[src/rtl/hcbd_pkg.sv]
package hcbd_pkg;

	// Line-end characters of the chunked framing.
	localparam logic [7:0] ASCII_CR = 8'h0D;
	localparam logic [7:0] ASCII_LF = 8'h0A;

	// Status codes carried in the result.
	localparam logic [1:0] ST_BUSY  = 2'd0;
	localparam logic [1:0] ST_DONE  = 2'd1;
	localparam logic [1:0] ST_ERROR = 2'd2;
	localparam logic [1:0] ST_RSVD  = 2'd3;

	// Decoder phases.
	localparam logic [2:0] PH_SIZE    = 3'd0;
	localparam logic [2:0] PH_SIZE_LF = 3'd1;
	localparam logic [2:0] PH_DATA    = 3'd2;
	localparam logic [2:0] PH_DATA_CR = 3'd3;
	localparam logic [2:0] PH_DATA_LF = 3'd4;
	localparam logic [2:0] PH_DONE    = 3'd5;
	localparam logic [2:0] PH_ERROR   = 3'd6;

	localparam logic [23:0] MAX_CHUNK_RESET = 24'hFFFFFF;

	typedef struct packed {
		logic       ok;
		logic [3:0] value;
	} hex_digit_t;

	function automatic hex_digit_t hex_decode(input logic [7:0] c);
		hex_digit_t r;
		r.ok    = 1'b1;
		r.value = 4'd0;
		if (c inside {[8'h30:8'h39]}) begin
			r.value = 4'(c - 8'h30);
		end else if (c inside {[8'h61:8'h66]}) begin
			r.value = 4'(c - 8'h57);
		end else if (c inside {[8'h41:8'h46]}) begin
			r.value = 4'(c - 8'h37);
		end else begin
			r.ok = 1'b0;
		end
		return r;
	endfunction

endpackage

[src/rtl/http_chunked_body_decoder.sv]
// Decodes an HTTP/1.1 chunked body one byte per transaction. Each accepted byte
// yields exactly one result transaction, in the cycle after acceptance, through a
// single output register; a new byte is taken every cycle while that register is
// empty or being drained, so sustained throughput is one byte per clock. A
// payload byte is flagged in tuser bit 0; status (in progress, done, error) is
// in tuser bits 2:1. Done and error are sticky until a byte arrives with the
// restart flag set, which clears the decoder before that byte is decoded.
// cfg_we/cfg_wdata set the largest accepted chunk size (masked to SIZE_BITS);
// write it only while the block is idle.
module http_chunked_body_decoder #(
	parameter int SIZE_BITS = 24
) (
	input  logic        clk,
	input  logic        arst_n,
	input  logic        cfg_we,
	input  logic [23:0] cfg_wdata,   // max_chunk_size
	input  logic        s_tvalid,
	output logic        s_tready,
	input  logic [7:0]  s_tdata,     // [7:0] byte_in
	input  logic        s_tuser,     // [0] restart
	output logic        m_tvalid,
	input  logic        m_tready,
	output logic [7:0]  m_tdata,     // [7:0] data_byte
	output logic [2:0]  m_tuser      // [0] data_valid, [2:1] status
);

	logic [23:0]          max_chunk_q;
	logic [2:0]           phase_q;
	logic [SIZE_BITS-1:0] rem_q;
	logic                 digit_seen_q;

	logic [2:0]           phase_d;
	logic [SIZE_BITS-1:0] rem_d;
	logic                 digit_seen_d;

	logic [2:0]           phase_cur;
	logic [SIZE_BITS-1:0] rem_cur;
	logic                 digit_seen_cur;

	logic [SIZE_BITS+23:0] limit_ext;
	logic [SIZE_BITS-1:0]  limit;
	logic [SIZE_BITS+3:0]  next_size;
	hcbd_pkg::hex_digit_t  hex;

	logic       res_valid;
	logic [7:0] res_byte;
	logic [1:0] res_status;
	logic       accept;

	assign accept    = s_tvalid && s_tready;
	assign s_tready  = !m_tvalid || m_tready;

	assign limit_ext = {{SIZE_BITS{1'b0}}, max_chunk_q};
	assign limit     = limit_ext[SIZE_BITS-1:0];

	// Restart clears the decoder ahead of the byte that carries it.
	assign phase_cur      = s_tuser ? hcbd_pkg::PH_SIZE : phase_q;
	assign rem_cur        = s_tuser ? '0 : rem_q;
	assign digit_seen_cur = s_tuser ? 1'b0 : digit_seen_q;

	assign hex       = hcbd_pkg::hex_decode(s_tdata);
	assign next_size = {rem_cur, 4'd0} + {{SIZE_BITS{1'b0}}, hex.value};

	always_comb begin
		phase_d      = phase_cur;
		rem_d        = rem_cur;
		digit_seen_d = digit_seen_cur;
		res_valid    = 1'b0;
		res_byte     = 8'd0;
		case (phase_cur)
			hcbd_pkg::PH_SIZE: begin
				if (hex.ok) begin
					if (next_size > {4'd0, limit}) begin
						phase_d = hcbd_pkg::PH_ERROR;
					end else begin
						rem_d        = next_size[SIZE_BITS-1:0];
						digit_seen_d = 1'b1;
					end
				end else if (s_tdata == hcbd_pkg::ASCII_CR && digit_seen_cur) begin
					phase_d = hcbd_pkg::PH_SIZE_LF;
				end else begin
					phase_d = hcbd_pkg::PH_ERROR;
				end
			end
			hcbd_pkg::PH_SIZE_LF: begin
				if (s_tdata != hcbd_pkg::ASCII_LF) begin
					phase_d = hcbd_pkg::PH_ERROR;
				end else if (rem_cur == '0) begin
					phase_d = hcbd_pkg::PH_DONE;
				end else begin
					phase_d = hcbd_pkg::PH_DATA;
				end
			end
			hcbd_pkg::PH_DATA: begin
				res_valid = 1'b1;
				res_byte  = s_tdata;
				rem_d     = rem_cur - SIZE_BITS'(1);
				if (rem_cur == SIZE_BITS'(1)) begin
					phase_d = hcbd_pkg::PH_DATA_CR;
				end
			end
			hcbd_pkg::PH_DATA_CR: begin
				phase_d = (s_tdata == hcbd_pkg::ASCII_CR) ? hcbd_pkg::PH_DATA_LF
				                                          : hcbd_pkg::PH_ERROR;
			end
			hcbd_pkg::PH_DATA_LF: begin
				if (s_tdata == hcbd_pkg::ASCII_LF) begin
					phase_d      = hcbd_pkg::PH_SIZE;
					rem_d        = '0;
					digit_seen_d = 1'b0;
				end else begin
					phase_d = hcbd_pkg::PH_ERROR;
				end
			end
			hcbd_pkg::PH_DONE: begin
				phase_d = hcbd_pkg::PH_DONE;
			end
			default: begin
				phase_d = hcbd_pkg::PH_ERROR;
			end
		endcase

		if (phase_d == hcbd_pkg::PH_DONE) begin
			res_status = hcbd_pkg::ST_DONE;
		end else if (phase_d == hcbd_pkg::PH_ERROR) begin
			res_status = hcbd_pkg::ST_ERROR;
		end else begin
			res_status = hcbd_pkg::ST_BUSY;
		end
	end

	always_ff @(posedge clk or negedge arst_n) begin
		if (!arst_n) begin
			max_chunk_q <= hcbd_pkg::MAX_CHUNK_RESET;
		end else if (cfg_we) begin
			max_chunk_q <= cfg_wdata;
		end
	end

	always_ff @(posedge clk or negedge arst_n) begin
		if (!arst_n) begin
			phase_q      <= hcbd_pkg::PH_SIZE;
			rem_q        <= '0;
			digit_seen_q <= 1'b0;
		end else if (accept) begin
			phase_q      <= phase_d;
			rem_q        <= rem_d;
			digit_seen_q <= digit_seen_d;
		end
	end

	always_ff @(posedge clk or negedge arst_n) begin
		if (!arst_n) begin
			m_tvalid <= 1'b0;
		end else if (accept) begin
			m_tvalid <= 1'b1;
		end else if (m_tready) begin
			m_tvalid <= 1'b0;
		end
	end

	always_ff @(posedge clk) begin
		if (accept) begin
			m_tdata <= res_byte;
			m_tuser <= {res_status, res_valid};
		end
	end

	a_status_code: assert property (@(posedge clk) disable iff (!arst_n)
		m_tvalid |-> m_tuser[2:1] != hcbd_pkg::ST_RSVD)
		else $error("reserved status code on output");

	a_payload_busy: assert property (@(posedge clk) disable iff (!arst_n)
		m_tvalid && m_tuser[0] |-> m_tuser[2:1] == hcbd_pkg::ST_BUSY)
		else $error("payload byte reported with final status");

	a_data_count: assert property (@(posedge clk) disable iff (!arst_n)
		phase_q == hcbd_pkg::PH_DATA |-> rem_q != '0)
		else $error("data phase with no bytes remaining");

	a_done_sticky: assert property (@(posedge clk) disable iff (!arst_n)
		accept && !s_tuser && phase_q == hcbd_pkg::PH_DONE
		|=> phase_q == hcbd_pkg::PH_DONE && m_tuser[2:1] == hcbd_pkg::ST_DONE)
		else $error("done status left without restart");

endmodule
[config.mk]
export PLATFORM = sky130hd
export DESIGN_NAME = http_chunked_body_decoder
export DESIGN_NICKNAME = d
export VERILOG_FILES = /design/src/rtl/hcbd_pkg.sv /design/src/rtl/http_chunked_body_decoder.sv
export SDC_FILE = /design/constraint.sdc
export NUM_CORES = 1
export LEC_CHECK = 0
export ABC_AREA = 1
export BUFFER_PORTS_ARGS = -buffer_cell sky130_fd_sc_hd__buf_2
export CORE_MARGIN = 2
export CORE_UTILIZATION = 40
export CTS_CLUSTER_SIZE = 14
export DETAILED_ROUTE_END_ITERATION = 10
export PLACE_DENSITY_LB_ADDON = 0.2
export SYNTH_ARGS = -nofsm -noshare
export SYNTH_HDL_FRONTEND = slang
export SYNTH_SLANG_ARGS = --single-unit
[constraint.sdc]
create_clock -name clk -period 1.9 [get_ports clk]
set_input_delay 0.095 -clock clk [delete_from_list [all_inputs] [get_ports clk]]
set_output_delay 0.095 -clock clk [all_outputs]
set_load 0.01 [all_outputs]
==> results.json, run 1 <==
{
  "hold_class": "in2reg",
  "syn_area_per_cell_sq_um": 6.565,
  "synth_cell_types": 39,
  "synth_area_leaders": "nand2_1 (18%), dfrtp_1 (14%), dfstp_2 (12%), nand3_1 (7.5%), inv_1 (7.2%)",
  "layout-area-overhead-vs-synth_pct": 47.98,
  "drc": 0,
  "ff2ff_setup_slack_ns": -0.43,
  "wl_mm": 16.35,
  "crit_arrival_ns": 2.69,
  "grt_usage": 0.2402,
  "violations": "negative setup slack",
  "min_to": "m_tvalid$_DFFE_PN0P_",
  "cp_slowest_cell": "ha_1",
  "viasPerCell": 4.932,
  "drv_cap": 0,
  "crit_buf_inv": 7,
  "final_max_slew_viol_count": 0,
  "mostFrequentLayoutCell": "nand2_1",
  "yosysWarnings": 0,
  "antenna_found_initial": 0,
  "worst-setup-path-type": "in2reg",
  "grt_setup_unrepaired": "true",
  "ir_worst_vdd_mv": 0.7234,
  "drt_first_pass_iters": 5,
  "holdPathStages": 4,
  "synth_fp_nets": 866,
  "fin_nets": 1078,
  "final_cell_mix": "nand2_1 (229), buf_4 (139), inv_1 (89)",
  "cp-end-kind": "flip-flop",
  "yosysTopAreaCell": "nand2_1",
  "cts-htree-levels": 3,
  "grt_pass1_wl_mm": 27.14,
  "clk_pin_slew_ns": 0.05,
  "min_from": "m_tready",
  "min_period_over_period": 1.266,
  "place_area_sq_um": 6746,
  "r2r-start": "rem_q[12]$_DFFE_PN0P_",
  "r2r_end": "rem_q[22]$_DFFE_PN0P_",
  "cts_tree": "done",
  "start_util": 0.4118,
  "ios": 51,
  "yosysSeqAreaShare": 0.3219,
  "fmax_ghz": 0.4156,
  "setup_tns_ns": -12.68,
  "placementRows": 41,
  "hpwlAfterDp_mm": 11.02,
  "fin_ws_ns": -0.5062,
  "io_buffers": 50,
  "final-setup-viol-count": 28,
  "cts_buffer_depth": 2,
  "slew_headroom": 0.7518,
  "wire_per_inst_um": 13.78,
  "rr_worst_depth": 17,
  "die_width_um": 118.4,
  "crit_fanout": 6,
  "cp-start-kind": "input port",
  "clock_sinks": 64,
  "grt_overflow_total": 0,
  "root_buffer": "clkbuf_16",
  "cp.depth": 29,
  "die_y_um": 118.4,
  "syn_inst": 798,
  "drt_iter0_drc": 367,
  "p_leak_uw": 0.004248,
  "cp_top_family": "simple AND/OR/NAND/NOR gates",
  "finalHoldViolations": 0,
  "drive_gt1_frac": 0.3412,
  "slowest_delay_ns": 0.29,
  "clk-insertion-delay-late_ns": 0.34,
  "die-area_sq_um": 14030,
  "synth_top_area_frac": 0.1784,
  "vias": 5849,
  "powerDensity_nw_per_um2": 1067,
  "fillerInstances": 1215,
  "status": "complete, but fails checks",
  "fin_crit_ns": 2.406,
  "grt_max_degree": 54,
  "antenna_cells": 0,
  "worst_path_most_repeated_cell": "nand2_1",
  "core_sq_um": 12720,
  "ant_nets": 0,
  "design_area_sq_um": 7752,
  "grt_pass1_vias": 5656,
  "synth-seq-cells": 64,
  "syn_area_sq_um": 5239,
  "worst_pin_slew_ns": 0.3692,
  "gp_congestion": 0.9085,
  "fin_skew_ns": 0.006724,
  "crit_required_ns": 2.18,
  "cts_buffers": 9
}
what timing repair did:
| item | CTS | global route |
|---|---|---|
| gates resized for setup | 40 | 33 |
| gates cloned | 1 | 1 |
| buffers inserted | 10 | 10 |
| endpoints found under the hold margin | 53 | 0 |
| setup endpoints to repair | 29 | 30 |
| pin swaps | 31 | 28 |
| hold buffers | 25 | 0 |
logic make-up after synthesis:
kind of cell    share of synthesized area
buf+inv                            0.1080
simple gates                       0.3666
compound gates                     0.1230
fa+ha+maj                         0.07165
xor+xnor                         0.006687
flops                              0.3219
mux                              0.002149
Yosys cell counts, drive strengths merged:
| master | number |
|---|---|
| a21oi | 45 |
| or2 | 2 |
| edfxtp | 11 |
| inv | 108 |
| o31ai | 1 |
| mux2 | 1 |
| clkinv | 2 |
| o21ai | 59 |
| a21o | 2 |
| a211oi | 1 |
| nand4 | 6 |
| clkbuf | 15 |
| nand3 | 78 |
| nand2 | 273 |
| nor2 | 71 |
| o211ai | 4 |
| o311ai | 1 |
| a22oi | 1 |
| nor4 | 1 |
| and2 | 2 |
| dfrtp | 29 |
| xor2 | 4 |
| nor3 | 5 |
| a31oi | 6 |
| o22ai | 1 |
| dfstp | 24 |
| buf | 15 |
| ha | 30 |
sequential cells by signal, summed over array words and instances (netlist names):
register      count
m_tvalid          1
digit_seen_q      1
limit            24
rem_q            24
phase_q           3
m_tdata           8
m_tuser           3
layout make-up:
type | instances | area, sq um | share of cell area
multi-input cells | 594 | 3258 | 0.4203
repair buffers | 231 | 1858 | 0.2397
flip-flops and latches | 64 | 1687 | 0.2176
inverters | 110 | 436.7 | 0.05633
clock buffers | 12 | 257.7 | 0.03325
well taps | 172 | 215.2 | 0.02776
clock inverters | 3 | 40.04 | 0.005165
power by group:
part           switching [uW]  internal, uW
combinational            2530          2130
clock                     626          1080
sequential                186          1720
total                    3340          4930
worst max path at each step:
stage,slack [ns],end,start
floorplan,-0.53,rem_q[15]$_DFFE_PN0P_,s_tdata[1]
global placement,-0.78,rem_q[10]$_DFFE_PN0P_,s_tdata[1]
detailed placement,-0.85,rem_q[4]$_DFFE_PN0P_,s_tdata[1]
CTS,-0.41,rem_q[15]$_DFFE_PN0P_,limit[17]$_DFFE_PN1P_
global route,-0.72,rem_q[0]$_DFFE_PN0P_,s_tdata[1]
finish,-0.51,rem_q[22]$_DFFE_PN0P_,s_tdata[1]
worst register-to-register path, delay by kind of cell, from the launching register on:
| kind | cells | cell delay [ns] |
|---|---|---|
| adders and majority gates | 1 | 0.18 |
| and+or+nand+nor | 13 | 1.42 |
| DFF | 1 | 0.34 |
| buffers and inverters | 3 | 0.35 |
per-stage QoR:
| stage | hold WS [ns] | util | setup slack [ns] | power, uW | std cells |
|---|---|---|---|---|---|
| 6_report | 0.04015 | 0.6094 | -0.5062 | 8275 | 1186 |
| 5_1_grt | 0.1025 | 0.6094 | -0.7162 | 8912 | 1186 |
| 4_1_cts | 0.03526 | 0.5940 | -0.4105 | 7975 | 1177 |
| 3_5_place_dp | 0.1236 | 0.5303 | -0.8530 | 5975 | 1127 |
| 3_3_place_gp | 0.1280 | 0.5303 | -0.7814 | 5938 | 1127 |
| 2_1_floorplan | -0.2006 | - | -0.5265 | 4217 | 798 |
layer usage:
metal	track usage	routed length, um
met1	0.3075	7132
met2	0.4133	7860
met3	0.03958	1002
met4	0.07515	350
met5	0	0
No activity file was read; power rests on OpenSTA's default activity.
==> run 2: changes to the inputs <==
--- a/config.mk
+++ b/config.mk
@@ -8,7 +8,7 @@
 export ABC_AREA = 1
 export BUFFER_PORTS_ARGS = -buffer_cell sky130_fd_sc_hd__buf_2
 export CORE_MARGIN = 2
-export CORE_UTILIZATION = 40
+export CORE_UTILIZATION = 55
 export CTS_CLUSTER_SIZE = 14
 export DETAILED_ROUTE_END_ITERATION = 10
 export PLACE_DENSITY_LB_ADDON = 0.2
==> run 2 against run 1 <==
Against the previous run: the run still ends with negative setup slack left; count of clock-buffer cells in the layout is 2 lower; critical endpoint is now rem_q[7]$_DFFE_PN0P_; non-clock buffer count is 18 lower; first-iteration DRC count is 87% higher; sequential cell count stayed put; combinational power is 4.5% higher; largest power group unchanged; hold slack worse by 0.030 ns; sequential power hardly changed; die area is 26% lower.
==> results.json, run 2 (synthesis results as in run 1) <==
{
  "status": "complete, but fails checks",
  "violations": "negative setup slack",
  "hpwlAfterDp_mm": 11.11,
  "worst_pin_slew_ns": 0.6222,
  "finalHoldViolations": 0,
  "placementRows": 35,
  "start_util": 0.5670,
  "drc": 0,
  "grt_overflow_total": 0,
  "slew_headroom": 0.5852,
  "fin_ws_ns": -0.6495,
  "met3_usage": 0.05728,
  "final_cells": 1126,
  "fin_hold_ws_ns": 0.01005,
  "final-setup-viol-count": 28,
  "grt_pass1_vias": 5992,
  "drv_cap": 0,
  "vias": 6401,
  "cts_tree": "done",
  "fin_crit_ns": 2.550,
  "met1_usage": 0.4163,
  "crit_fanout": 7,
  "use_met2": 0.6058,
  "design_area_sq_um": 7614,
  "grt_max_degree": 51,
  "grt_usage": 0.3481,
  "die-area_sq_um": 10320,
  "wire_per_inst_um": 16.53,
  "ir_worst_vdd_mv": 0.6574,
  "io_buffers": 50,
  "clock_sinks": 64,
  "die_y_um": 101.6,
  "place_ws_ns": -0.8589,
  "antenna_cells": 0,
  "cts_buffer_depth": 2,
  "drt_first_pass_iters": 7,
  "gp_congestion": 0.9569,
  "drt_iter0_drc": 686,
  "final_cell_mix": "nand2_1 (219), buf_4 (125), inv_1 (89)",
  "ios": 51,
  "fin_skew_ns": 0.02374,
  "drive_gt1_frac": 0.3571,
  "p_leak_uw": 0.004122,
  "cp-start-kind": "flip-flop",
  "crit_arrival_ns": 2.85,
  "min_period_over_period": 1.342,
  "clk-insertion-delay-late_ns": 0.37,
  "viasPerCell": 5.685,
  "cts-htree-levels": 3,
  "cp-end-kind": "flip-flop",
  "core_sq_um": 9240,
  "grt_pass1_wl_mm": 27.97,
  "worst-setup-path-type": "reg2reg",
  "layout-area-overhead-vs-synth_pct": 45.33,
  "crit_required_ns": 2.20,
  "grt_setup_unrepaired": "true",
  "fillerInstances": 548,
  "final_max_slew_viol_count": 0,
  "die_width_um": 101.6,
  "ff2ff_setup_slack_ns": -0.65,
  "powerDensity_nw_per_um2": 1070,
  "wl_mm": 18.62,
  "cts_buffers": 9,
  "mostFrequentLayoutCell": "nand2_1",
  "clk_pin_slew_ns": 0.08,
  "fmax_ghz": 0.3922,
  "place_area_sq_um": 6590,
  "ant_nets": 0,
  "dp_cells": 1072,
  "antenna_found_initial": 0,
  "fin_nets": 1060,
  "hold_class": "in2reg",
  "top_usage_layer": "met2",
  "root_buffer": "clkbuf_8"
}
-- run 2: changes by cell type in the layout (fill, tap and decap cells not counted), sizes merged --
| cell | delta |
|---|---|
| clkinvlp | +1 |
| bufinv | +1 |
| clkbuf | -2 |
| clkinv | +1 |
| buf | -18 |
-- run 2: final timing paths --
check                                        end             startpoint  cells past startpoint
setup / recovery            rem_q[7]$_DFFE_PN0P_  limit[19]$_DFFE_PN1P_                     15
hold / removal              m_tvalid$_DFFE_PN0P_               m_tready                      4
setup reg to reg            rem_q[7]$_DFFE_PN0P_  limit[19]$_DFFE_PN1P_                     15
hold reg to reg            rem_q[19]$_DFFE_PN0P_  rem_q[19]$_DFFE_PN0P_                      2
max in group asynchronous  limit[15]$_DFFE_PN1P_                 arst_n                      3
min in group asynchronous   m_tvalid$_DFFE_PN0P_                 arst_n                      2
-- run 2: area by class of cell --
cell class	instances	area, sq um	share of cell area
Sequential cell	64	1687	0.2215
Tap cell	129	161.4	0.02120
Timing Repair Buffer	213	1705	0.2240
Inverter	110	434.2	0.05703
Clock inverter	6	93.84	0.01233
Clock buffer	10	127.6	0.01676
Multi-Input combinational cell	594	3405	0.4472
-- run 2: stage by stage --
stage	power, uW	utilization	TNS, ns
floorplan	4217	-	-13.68
global placement	5767	0.7132	-19.95
detailed placement	5882	0.7132	-22.79
CTS	7603	0.7950	-10.32
global route	8629	0.8240	-17.70
finish	8144	0.8240	-14.89
-- run 2: repair_timing --
action	in CTS	in global routing
cloned	2	1
pin swaps	29	37
gates resized for setup	55	46
endpoints found under the hold margin	44	0
buffers inserted	3	7
hold buffers	25	0
setup endpoints to repair	29	30
-- run 2: worst max-delay path, stage by stage, from the launching register on --
cell and delay (ns):
dfstp_2 0.53, inv_2 0.07, ha_4 0.30, nand2_4 0.06
nor2_4 0.10, nand4_1 0.14, nor2_2 0.16, nand4_1 0.22
nand2_8 0.19, nand2_8 0.11, buf_12 0.17, nand2_2 0.11
nand3_2 0.12, nand2_1 0.09, nand2_1 0.05, nand2_1 0.05
-- run 2: per-layer routing --
| layer | share of wire | vias to the layer above |
|---|---|---|
| met3 | 0.085 | 107 |
| met2 | 0.48 | 408 |
| met4 | 0.058 | 0 |
| met1 | 0.38 | 2945 |
| li1 | - | 2941 |
| met5 | 0 | - |
-- run 2: power breakdown --
group	switching, uW	total (uW)	internal [uW]
clock	625	1370	746
combinational	2780	4870	2090
sequential	189	1910	1720
